<file path="config.mk">
export PLATFORM = sky130hd
export DESIGN_NAME = npc_lane
export DESIGN_NICKNAME = d
export VERILOG_FILES = /design/src/sv/npc_pkg.sv /design/src/sv/npc_lane.sv
export SDC_FILE = /design/constraint.sdc
export NUM_CORES = 1
export LEC_CHECK = 0
export BUFFER_PORTS_ARGS = -buffer_cell sky130_fd_sc_hd__buf_4
export CAP_MARGIN = 30
export CELL_PAD_IN_SITES_DETAIL_PLACEMENT = 0
export CELL_PAD_IN_SITES_GLOBAL_PLACEMENT = 1
export CORE_MARGIN = 8
export CORE_UTILIZATION = 50
export DETAILED_ROUTE_END_ITERATION = 10
export MAX_ROUTING_LAYER = met4
export PLACE_DENSITY_LB_ADDON = 0.1
export SLEW_MARGIN = 5
export SYNTH_ARGS = -nofsm -noshare
export SYNTH_HDL_FRONTEND = slang
export SYNTH_SLANG_ARGS = --single-unit
</file>
<file path="constraint.sdc">
create_clock -name clk -period 10 [get_ports clk]
set_clock_uncertainty 0.1 [all_clocks]
set_input_delay 3 -clock clk [delete_from_list [all_inputs] [get_ports clk]]
set_output_delay 3 -clock clk [all_outputs]
set_load 0.03 [all_outputs]
</file>
<file path="src/sv/npc_pkg.sv">
// Shared types and constants for the nearest palette color block.
`default_nettype none

package npc_pkg;

    // Field widths fixed by the pixel format and register map.
    localparam int unsigned CHAN_W        = 8;
    localparam int unsigned INDEX_W       = 5;
    localparam int unsigned SIZE_W        = 6;
    localparam int unsigned SQ_W          = 2 * CHAN_W;
    localparam int unsigned DIST_W        = SQ_W + 2;
    localparam int unsigned ENTRIES_DEF   = 32;

    // Operation codes carried by the op field.
    localparam logic OP_PIXEL = 1'b0;
    localparam logic OP_WRITE = 1'b1;

    // One RGB888 color.
    typedef struct packed {
        logic [CHAN_W-1:0] red;
        logic [CHAN_W-1:0] green;
        logic [CHAN_W-1:0] blue;
    } color_t;

    // Distance result of one palette lane.
    typedef struct packed {
        logic              in_use;
        logic [DIST_W-1:0] distance;
        color_t            color;
    } lane_t;

endpackage

`default_nettype wire

</file>
<file path="src/sv/npc_lane.sv">
// One palette entry with its two-stage squared distance pipeline.
`default_nettype none

module npc_lane (
    input  wire logic            clk,
    input  wire logic            en,
    input  wire logic            wr_en,
    input  wire npc_pkg::color_t wr_color,
    input  wire npc_pkg::color_t pix_color,
    input  wire logic            in_use,
    output npc_pkg::lane_t       lane_q
);
    import npc_pkg::*;

    color_t            entry_reg;
    logic [CHAN_W-1:0] dr, dg, db;
    logic [SQ_W-1:0]   sq_r_reg, sq_g_reg, sq_b_reg;
    color_t            color_s1_reg;
    logic              use_s1_reg;
    lane_t             lane_reg;

    // Palette entry storage, written when a palette word passes the first stage.
    always_ff @(posedge clk)
    begin
        if (wr_en)
        begin
            entry_reg <= wr_color;
        end
    end

    // Absolute channel differences against the stored entry.
    always_comb
    begin
        dr = (entry_reg.red > pix_color.red) ? entry_reg.red - pix_color.red
                                             : pix_color.red - entry_reg.red;
        dg = (entry_reg.green > pix_color.green) ? entry_reg.green - pix_color.green
                                                 : pix_color.green - entry_reg.green;
        db = (entry_reg.blue > pix_color.blue) ? entry_reg.blue - pix_color.blue
                                               : pix_color.blue - entry_reg.blue;
    end

    // Stage one: per-channel squares, plus the entry color it was measured against.
    always_ff @(posedge clk)
    begin
        if (en)
        begin
            sq_r_reg     <= SQ_W'(dr) * SQ_W'(dr);
            sq_g_reg     <= SQ_W'(dg) * SQ_W'(dg);
            sq_b_reg     <= SQ_W'(db) * SQ_W'(db);
            color_s1_reg <= entry_reg;
            use_s1_reg   <= in_use;
        end
    end

    // Stage two: sum of squares.
    always_ff @(posedge clk)
    begin
        if (en)
        begin
            lane_reg.in_use   <= use_s1_reg;
            lane_reg.distance <= DIST_W'(sq_r_reg) + DIST_W'(sq_g_reg) + DIST_W'(sq_b_reg);
            lane_reg.color    <= color_s1_reg;
        end
    end

    assign lane_q = lane_reg;

endmodule

`default_nettype wire

</file>
## Word level (Yosys, flattened, before mapping)

Cells that the tools add are included.
W data, S select, Z words.

- Register bits after elaboration: 140
- Latch bits: 0
- Memory bits (writable): 0
- ROM bits: 0
- Input bits: 52
- Output and inout port bits: 43
- Logic and storage cells: 32
- Memories kept: 0

- Add/sub/neg operators: 8
- Multipliers: 3
- Div/mod/pow operators: 0
- Magnitude comparators: 3
- Equality and inequality tests: 0
- Shift operators: 0
- Muxes and demuxes: 3
- Bitwise gates (word level): 0
- Reduce and logical (&&, ||, !) cells: 0

Operators by type and width:

| operator | number |
|---|---|
| $mul A8 B8 Y16 | 3 |
| $sub A8 B8 Y8 | 6 |
| $gt A8 B8 Y1 | 3 |
| $mux W8 | 3 |
| $add A17 B16 Y18 | 1 |
| $add A16 B16 Y17 | 1 |

## Depth between registers and ports, before layout

Gate-level depths: netlist (run 1).

- Word-level depth: 3
- Mapped depth: 27

## Worst setup path before layout (run 1)

Ideal clock, no wire load.

- Kind: in2reg
- Start point: input pix_color[16] (netlist name)
- End point: register sq_r_reg[12] (data pin)
- Library setup time: 272 ps
- Arrival: 8427 ps
- Path slack: 1201 ps
- Stages on the path: 25
- Path buffers: 1
- Path through: ha_1 > inv_1 > fa_1 > a21o_1 > a221oi_4 > a21oi_4 > mux2i_1 > xnor2_1 > buf_2 > nor2_1 > inv_2 > fa_1 > inv_1 > fa_1 > inv_1 > fa_1 > fa_1 > inv_1 > ha_1 > inv_1 > nor2_1 > o31a_1 > o22ai_1 > and4b_1 > or4b_1

- Longest elaborated chain between the ends: 3

Ends and longest elaborated chain:

| item | line | text |
|---|---|---|
| from (decl) | npc_lane.sv:9 | `input wire npc_pkg::color_t pix_color,` |
| $sub A8 B8 Y8 (tied with other cells) | npc_lane.sv:35 | `: pix_color.red - entry_reg.red;` |
| $mux W8 (*) | npc_lane.sv:34 | `dr = (entry_reg.red > pix_color.red) ? entry_reg.red - pix_color.red` |
| $mul A8 B8 Y16 (*) | npc_lane.sv:47 | `sq_r_reg <= SQ_W'(dr) * SQ_W'(dr);` |
| to (signal assigned) | npc_lane.sv:47 |  |
| to (decl) | npc_lane.sv:17 | `logic [SQ_W-1:0] sq_r_reg, sq_g_reg, sq_b_reg;` |

Every way passes the cells marked *; elsewhere a longest branch is shown, timed or not.
A chain may end at the register's enable or synchronous reset.

## Worst setup path after layout (run 1)

Ends and elaborated chain as after synthesis.

==> flow_summary.ini, run 1 <==
[status]
status = complete, no violations

[global_route]
busiest_layer = met2
use_met1 = 0.2183
grt_overflow = 0
grt_pass1_wl_mm = 37.83
grt_usage = 0.1671
grt_max_degree = 65
grt_pass1_vias = 7871
met2_usage = 0.2663
antenna_found_initial = 0
grt_util_met3 = 0.02328

[sta]
hold_violations = 0
tightest_slew_ns = 0.8967
maxSlewHeadroom = 0.3979
fmax_mhz = 111.8
min_period_ns = 8.942
finalMaxSlewViolations = 0
setup_violations = 0
tns_ns = 0
period_share = 0.8942
rsz0062_at_grt = no

[min_path]
min_to = lane_q[23]$_DFFE_PP_
min_from = color_s1_reg[23]$_DFFE_PP_
hp-class = reg2reg
hold_depth = 0

[setup_path]
critPathMaxFanout = 9
cp.arrival_ns = 9.01
regToRegStartpoint = entry_reg[8]$_DFFE_PP_
path_cells = buf_4 > ha_1 > inv_1 > fa_1 > a21o_1 > a221oi_4 > a21oi_4 > mux2i_1 > xor2_2 > or2_1 > inv_1 > fa_1 > fa_1 > ha_1 > inv_1 > fa_1 > inv_1 > ha_1 > a21oi_1 > nor2b_1 > o31a_1 > o22ai_1 > nor4b_1 > or4b_1
timing.rr.end = sq_g_reg[12]$_DFFE_PP_
worst_setup_path_end_kind = flip-flop
cp-start-kind = input pin
cp_slowest_cell = or4b_1
path_class = in2reg
cpPeakStageDelay_ns = 0.52
rr_worst_depth = 23
rrSetupSlack_ns = 3.22
cp.required_ns = 10.07

[floorplan]
die-area_um2 = 29230
boundaryPins = 95
die_h_um = 171.0
die-width_um = 171.0
core-area_um2 = 23540
row_count = 56
initial_core_util = 0.5100

[routing]
drtIter0Drc = 329
post-route-drc-count = 0
postRouteAntennaNets = 0
vias_per_cell = 5.024
postRouteWirelength_mm = 22.86
first_pass_iters = 4
vias = 7637
wire_per_inst_um = 15.04

[synth]
syn_area_per_cell_um2 = 11.08
synth_area_leaders = edfxtp_1, fa_1, ha_1
syn_inst = 1084
synth-main-ff-cell = edfxtp_1
synth-async-reset-ratio = 0
synth_edf_count = 137
yosys.area.top_type_share = 0.3426
ys_ff_latch = 137
yosysUniqueCellTypes = 65
synth_area_leader_cell = edfxtp_1
syn-cell-area_um2 = 12010
seq_area_frac_synth = 0.3426
yosysWarnings = 0

[clocking]
cts_buffers = 17
h-tree-depth = 4
cts_sinks = 137
postCtsHoldBufs = 0
root_buffer = clkbuf_16
clock_path_buffers = 2
clkTransAtPathRegs_ns = 0.07
cts_resized = 0
cts_setup_buffers = 0
worstSkewPairLatency_ns = 0.43
cts_tree = built

[cells_and_area]
largest_register_ffs = 43
drive_gt1_frac = 0.1524
final_nets = 1486
synthToLayoutAreaGrowth_pct = 13.79
num_antenna_cells = 0

[placement]
routabilityCongestion = 0.8381
hpwl_mm = 18.20
portBuffers = 94

[job]
maxCapViolCount = 0
layout by cell type, fill, tap and decap left out, drive strengths merged, types with 7 or more instances in the layout:
master    n
o22ai     7
xor2     24
clkbuf   18
nand2b   10
nor3     13
a21oi    62
inv     214
fa       97
mux2i    19
o21a      7
o21ai    19
a21o     31
buf     102
xnor2    52
nor2    104
edfxtp  137
o21bai    7
nand4     8
a31oi     7
ha      149
or2      18
nand2    28
metal layers:
layer,part of all wire,wire length (um)
met5,0,0
met2,0.47,10660
met3,0.031,703
met4,0.017,385
met1,0.49,11100
per-stage QoR:
stage / setup WS [ns] / hold WS (ns) / instance area [um^2] / utilization / instances
CTS: 0.9428 / 0.3185 / 13650 / 0.5800 / 1519
global route: 0.6406 / 0.3256 / 13660 / 0.5803 / 1520
global placement: 0.7096 / 0.3007 / 13090 / 0.5558 / 1487
detailed placement: 0.5005 / 0.3045 / 13090 / 0.5558 / 1487
finish: 1.058 / 0.3177 / 13660 / 0.5803 / 1520
floorplan: 1.201 / 0.3003 / 12010 / - / 1086
synthesized netlist by cell type, types with 3 or more instances:
master	instances
a21oi_1	59
o21ai_0	19
fa_1	97
or2_2	6
o21a_1	7
or2_1	12
a21oi_4	3
xnor2_2	4
o22ai_1	7
nand2b_1	10
a221oi_1	3
mux2i_1	14
ha_1	149
mux2i_2	3
nor2_2	5
nand3_1	4
inv_1	195
clkbuf_1	7
o21bai_1	7
nand2_1	28
a211oi_1	4
a31oi_1	7
nor2b_1	4
and3_1	5
edfxtp_1	137
buf_2	12
a31o_2	3
xnor2_1	47
nand4_1	8
nor2_1	98
a21o_1	31
xor2_1	18
nand3b_1	6
o31a_1	3
inv_2	6
nor3_1	13
xor2_2	4
worst max-delay path by stage:
stage,slack [ns],end,cells past startpoint,start
6_report,1.06,sq_r_reg[12]$_DFFE_PP_,24,pix_color[16]
5_1_grt,0.64,sq_g_reg[12]$_DFFE_PP_,23,pix_color[8]
4_1_cts,0.94,sq_r_reg[12]$_DFFE_PP_,23,pix_color[16]
3_5_place_dp,0.50,sq_r_reg[12]$_DFFE_PP_,23,pix_color[16]
3_3_place_gp,0.71,sq_r_reg[12]$_DFFE_PP_,24,pix_color[16]
2_1_floorplan,1.20,sq_r_reg[12]$_DFFE_PP_,25,pix_color[16]
kinds of logic (layout without fill, tap and decap cells):
logic type	Yosys count	count (layout)	share of synthesized area
AOI/OAI and AO/OA	170	170	0.09775
xor gates and xnor gates	76	76	0.06513
adders and majority gates	246	246	0.3170
buffers and inverters	221	336	0.07065
DFF	137	137	0.3426
muxes	19	19	0.01886
other	1	3	0.0003123
and+or+nand+nor	214	214	0.08764
critical path, delay by kind of cell:
family,cells,cell delay (ns)
fa+ha+maj,7,2.58
compound gates,6,1.49
simple gates,4,0.92
xor+xnor,1,0.47
buf+inv,5,0.30
mux,1,0.26
layout make-up:
| class | count | area, um^2 |
|---|---|---|
| Clock inverter | 15 | 143.9 |
| Sequential cell | 137 | 4114 |
| Clock buffer | 17 | 425.4 |
| Multi-Input combinational cell | 728 | 7052 |
| Fill cell | 2020 | 9881 |
| Inverter | 201 | 754.5 |
| Tap cell | 319 | 399.1 |
| Timing Repair Buffer | 103 | 773.2 |
Power of run 1 is left out: the tool's default activity adds up to more than one toggle a clock period on the data nets, which glitch-free logic cannot reach.
==> run 2: changes to the inputs <==
--- a/config.mk
+++ b/config.mk
@@ -5,12 +5,13 @@
 export SDC_FILE = /design/constraint.sdc
 export NUM_CORES = 1
 export LEC_CHECK = 0
+export ABC_AREA = 1
 export BUFFER_PORTS_ARGS = -buffer_cell sky130_fd_sc_hd__buf_4
 export CAP_MARGIN = 30
 export CELL_PAD_IN_SITES_DETAIL_PLACEMENT = 0
 export CELL_PAD_IN_SITES_GLOBAL_PLACEMENT = 1
 export CORE_MARGIN = 8
-export CORE_UTILIZATION = 50
+export CORE_UTILIZATION = 48
 export DETAILED_ROUTE_END_ITERATION = 10
 export MAX_ROUTING_LAYER = met4
 export PLACE_DENSITY_LB_ADDON = 0.1
==> run 2 against run 1 <==
Compared with the run above:
- hold slack about the same
- core utilization shrank 2.7 points
- die area increased by 9.9%
- critical endpoint is now sq_g_reg[12]$_DFFE_PP_
- via count grew 18%
- sequential share of layout area decreased by 1.7 points
- first-iteration DRC count is 54% higher
- count of clock-buffer cells in the layout did not move
==> flow_summary.ini, run 2 <==
[cells_and_area]
nFillCells = 2454
mostFrequentLayoutCells = nand2_1, inv_1, ha_1
final_nets = 1849
synthToLayoutAreaGrowth_pct = 13.04
drive_gt1_frac = 0.1260
instances_no_fill = 1899
largest_register_ffs = 43
num_antenna_cells = 0
layout.cells.most_common = nand2_1
final_util = 0.5534

[synth]
synth-async-reset-ratio = 0
syn_area_per_cell_um2 = 8.848
yosys.area.top_type_share = 0.3216
syn_inst = 1446
synth_edf_count = 137
seq_area_frac_synth = 0.3216
yosysUniqueCellTypes = 35
synth-main-ff-cell = edfxtp_1
synth_area_leader_cell = edfxtp_1
syn-cell-area_um2 = 12790
synth_commonest_cells = nand2_1, inv_1, ha_1, edfxtp_1, nor2_1
yosysWarnings = 0
synth.most_common_cell = nand2_1
synth_area_leaders = edfxtp_1, fa_1, ha_1
ys_ff_latch = 137

[clocking]
cts_resized = 0
root_buffer = clkbuf_16
clock_path_buffers = 2
cts_buffers = 17
clkTransAtPathRegs_ns = 0.07
postCtsHoldBufs = 0
cts_setup_buffers = 0
cts_sinks = 137
cts_tree = built
h-tree-depth = 4
worstSkewPairLatency_ns = 0.43

[routing]
post-route-drc-count = 0
drtIter0Drc = 508
postRouteWirelength_mm = 25.71
wire_per_inst_um = 13.54
postRouteAntennaNets = 0
vias_per_cell = 4.749
first_pass_iters = 5
vias = 9018

[global_route]
grt_max_degree = 64
grt_pass1_wl_mm = 43.28
grt_usage = 0.1733
grt_pass1_vias = 9077
grt_overflow = 0
antenna_found_initial = 0

[setup_path]
cp.arrival_ns = 8.29
path_common_cell = nand2_1
worst_setup_path_end_kind = flip-flop
cp_slowest_cell = fa_1
rr_worst_depth = 29
path_class = in2reg
critPathMaxFanout = 9
cpPeakStageDelay_ns = 0.54
crit_buf_inv = 5
cp.required_ns = 10.08
cp.depth = 29
cp-start-kind = input pin
crit_family = adder cells

[sta]
maxSlewHeadroom = 0.4496
tns_ns = 0
tightest_slew_ns = 0.8256
setup_violations = 0
fmax_mhz = 121.7
rsz0062_at_grt = no
min_period_ns = 8.216
period_share = 0.8216
hold_violations = 0
finalMaxSlewViolations = 0

[floorplan]
die-width_um = 179.3
core-area_um2 = 26130
row_count = 59
initial_core_util = 0.4896
die-area_um2 = 32130
die_h_um = 179.3
boundaryPins = 95

[placement]
hpwl_mm = 21.13
routabilityCongestion = 0.8243
portBuffers = 94
post-place-cells = 1867

[status]
status = complete, no violations

[min_path]
hp-class = reg2reg
hold_depth = 0

[job]
maxCapViolCount = 0
==> run 2: cell count changes after synthesis, sizes merged, moves of 10 or more <==
| cell | delta |
|---|---|
| nand2 | +321 |
| inv | +116 |
| nand3 | +59 |
| xnor2 | -32 |
| a21o | -25 |
| mux2i | -19 |
| nor2 | +19 |
| o21ai | +16 |
| xor2 | +16 |
| or2 | -15 |
| nor3 | -11 |
| nand2b | -10 |
==> run 2: routing by layer <==
metal,GRT usage,share of wire
met4,0.02950,0.0060
met2,0.2772,0.45
met1,0.2363,0.52
met5,-,0
met3,0.02254,0.024
==> run 2: cell type report <==
type / instances / area (um^2) / area share
multi-input cells: 983 / 7425 / 0.5134
flip-flops and latches: 137 / 4114 / 0.2845
inverters: 317 / 1197 / 0.08280
repair buffers: 95 / 713.2 / 0.04932
clock buffers: 17 / 425.4 / 0.02942
well taps: 335 / 419.2 / 0.02898
clock inverters: 15 / 167.7 / 0.01159
==> run 2: cell families after synthesis <==
logic type,after synthesis,synth area share
AOI/OAI and AO/OA,122,0.05516
xor gates and xnor gates,60,0.04108
adders and majority gates,246,0.2975
buffers and inverters,328,0.09868
DFF,137,0.3216
other,1,0.0002931
and+or+nand+nor,552,0.1857
==> run 2: worst register-to-register path: cells and delay by family, from the launching register on <==
| kind | cells | cell delay [ns] |
|---|---|---|
| compound gates | 5 | 1.02 |
| xor+xnor | 1 | 0.19 |
| fa+ha+maj | 6 | 2.46 |
| buf+inv | 5 | 0.37 |
| flops | 1 | 0.41 |
| simple gates | 12 | 1.23 |
==> run 2: worst paths after layout <==
| kind | to | slack (ns) | startpoint |
|---|---|---|---|
| min reg2reg | lane_q[3]$_DFFE_PP_ | 0.32 | color_s1_reg[3]$_DFFE_PP_ |
| max reg2reg | sq_g_reg[12]$_DFFE_PP_ | 3.96 | entry_reg[8]$_DFFE_PP_ |
| min | lane_q[3]$_DFFE_PP_ | 0.32 | color_s1_reg[3]$_DFFE_PP_ |
| max | sq_g_reg[12]$_DFFE_PP_ | 1.78 | pix_color[8] |
==> run 2: metrics by stage <==
step / hold slack, ns / worst slack, ns / instance area (um^2)
floorplan: 0.3003 / 1.945 / 12800
global placement: 0.3004 / 1.494 / 13870
detailed placement: 0.3045 / 1.371 / 13870
CTS: 0.3175 / 1.798 / 14460
global route: 0.3341 / 1.381 / 14460
finish: 0.3178 / 1.784 / 14460
Power of run 2 is left out for the same reason.
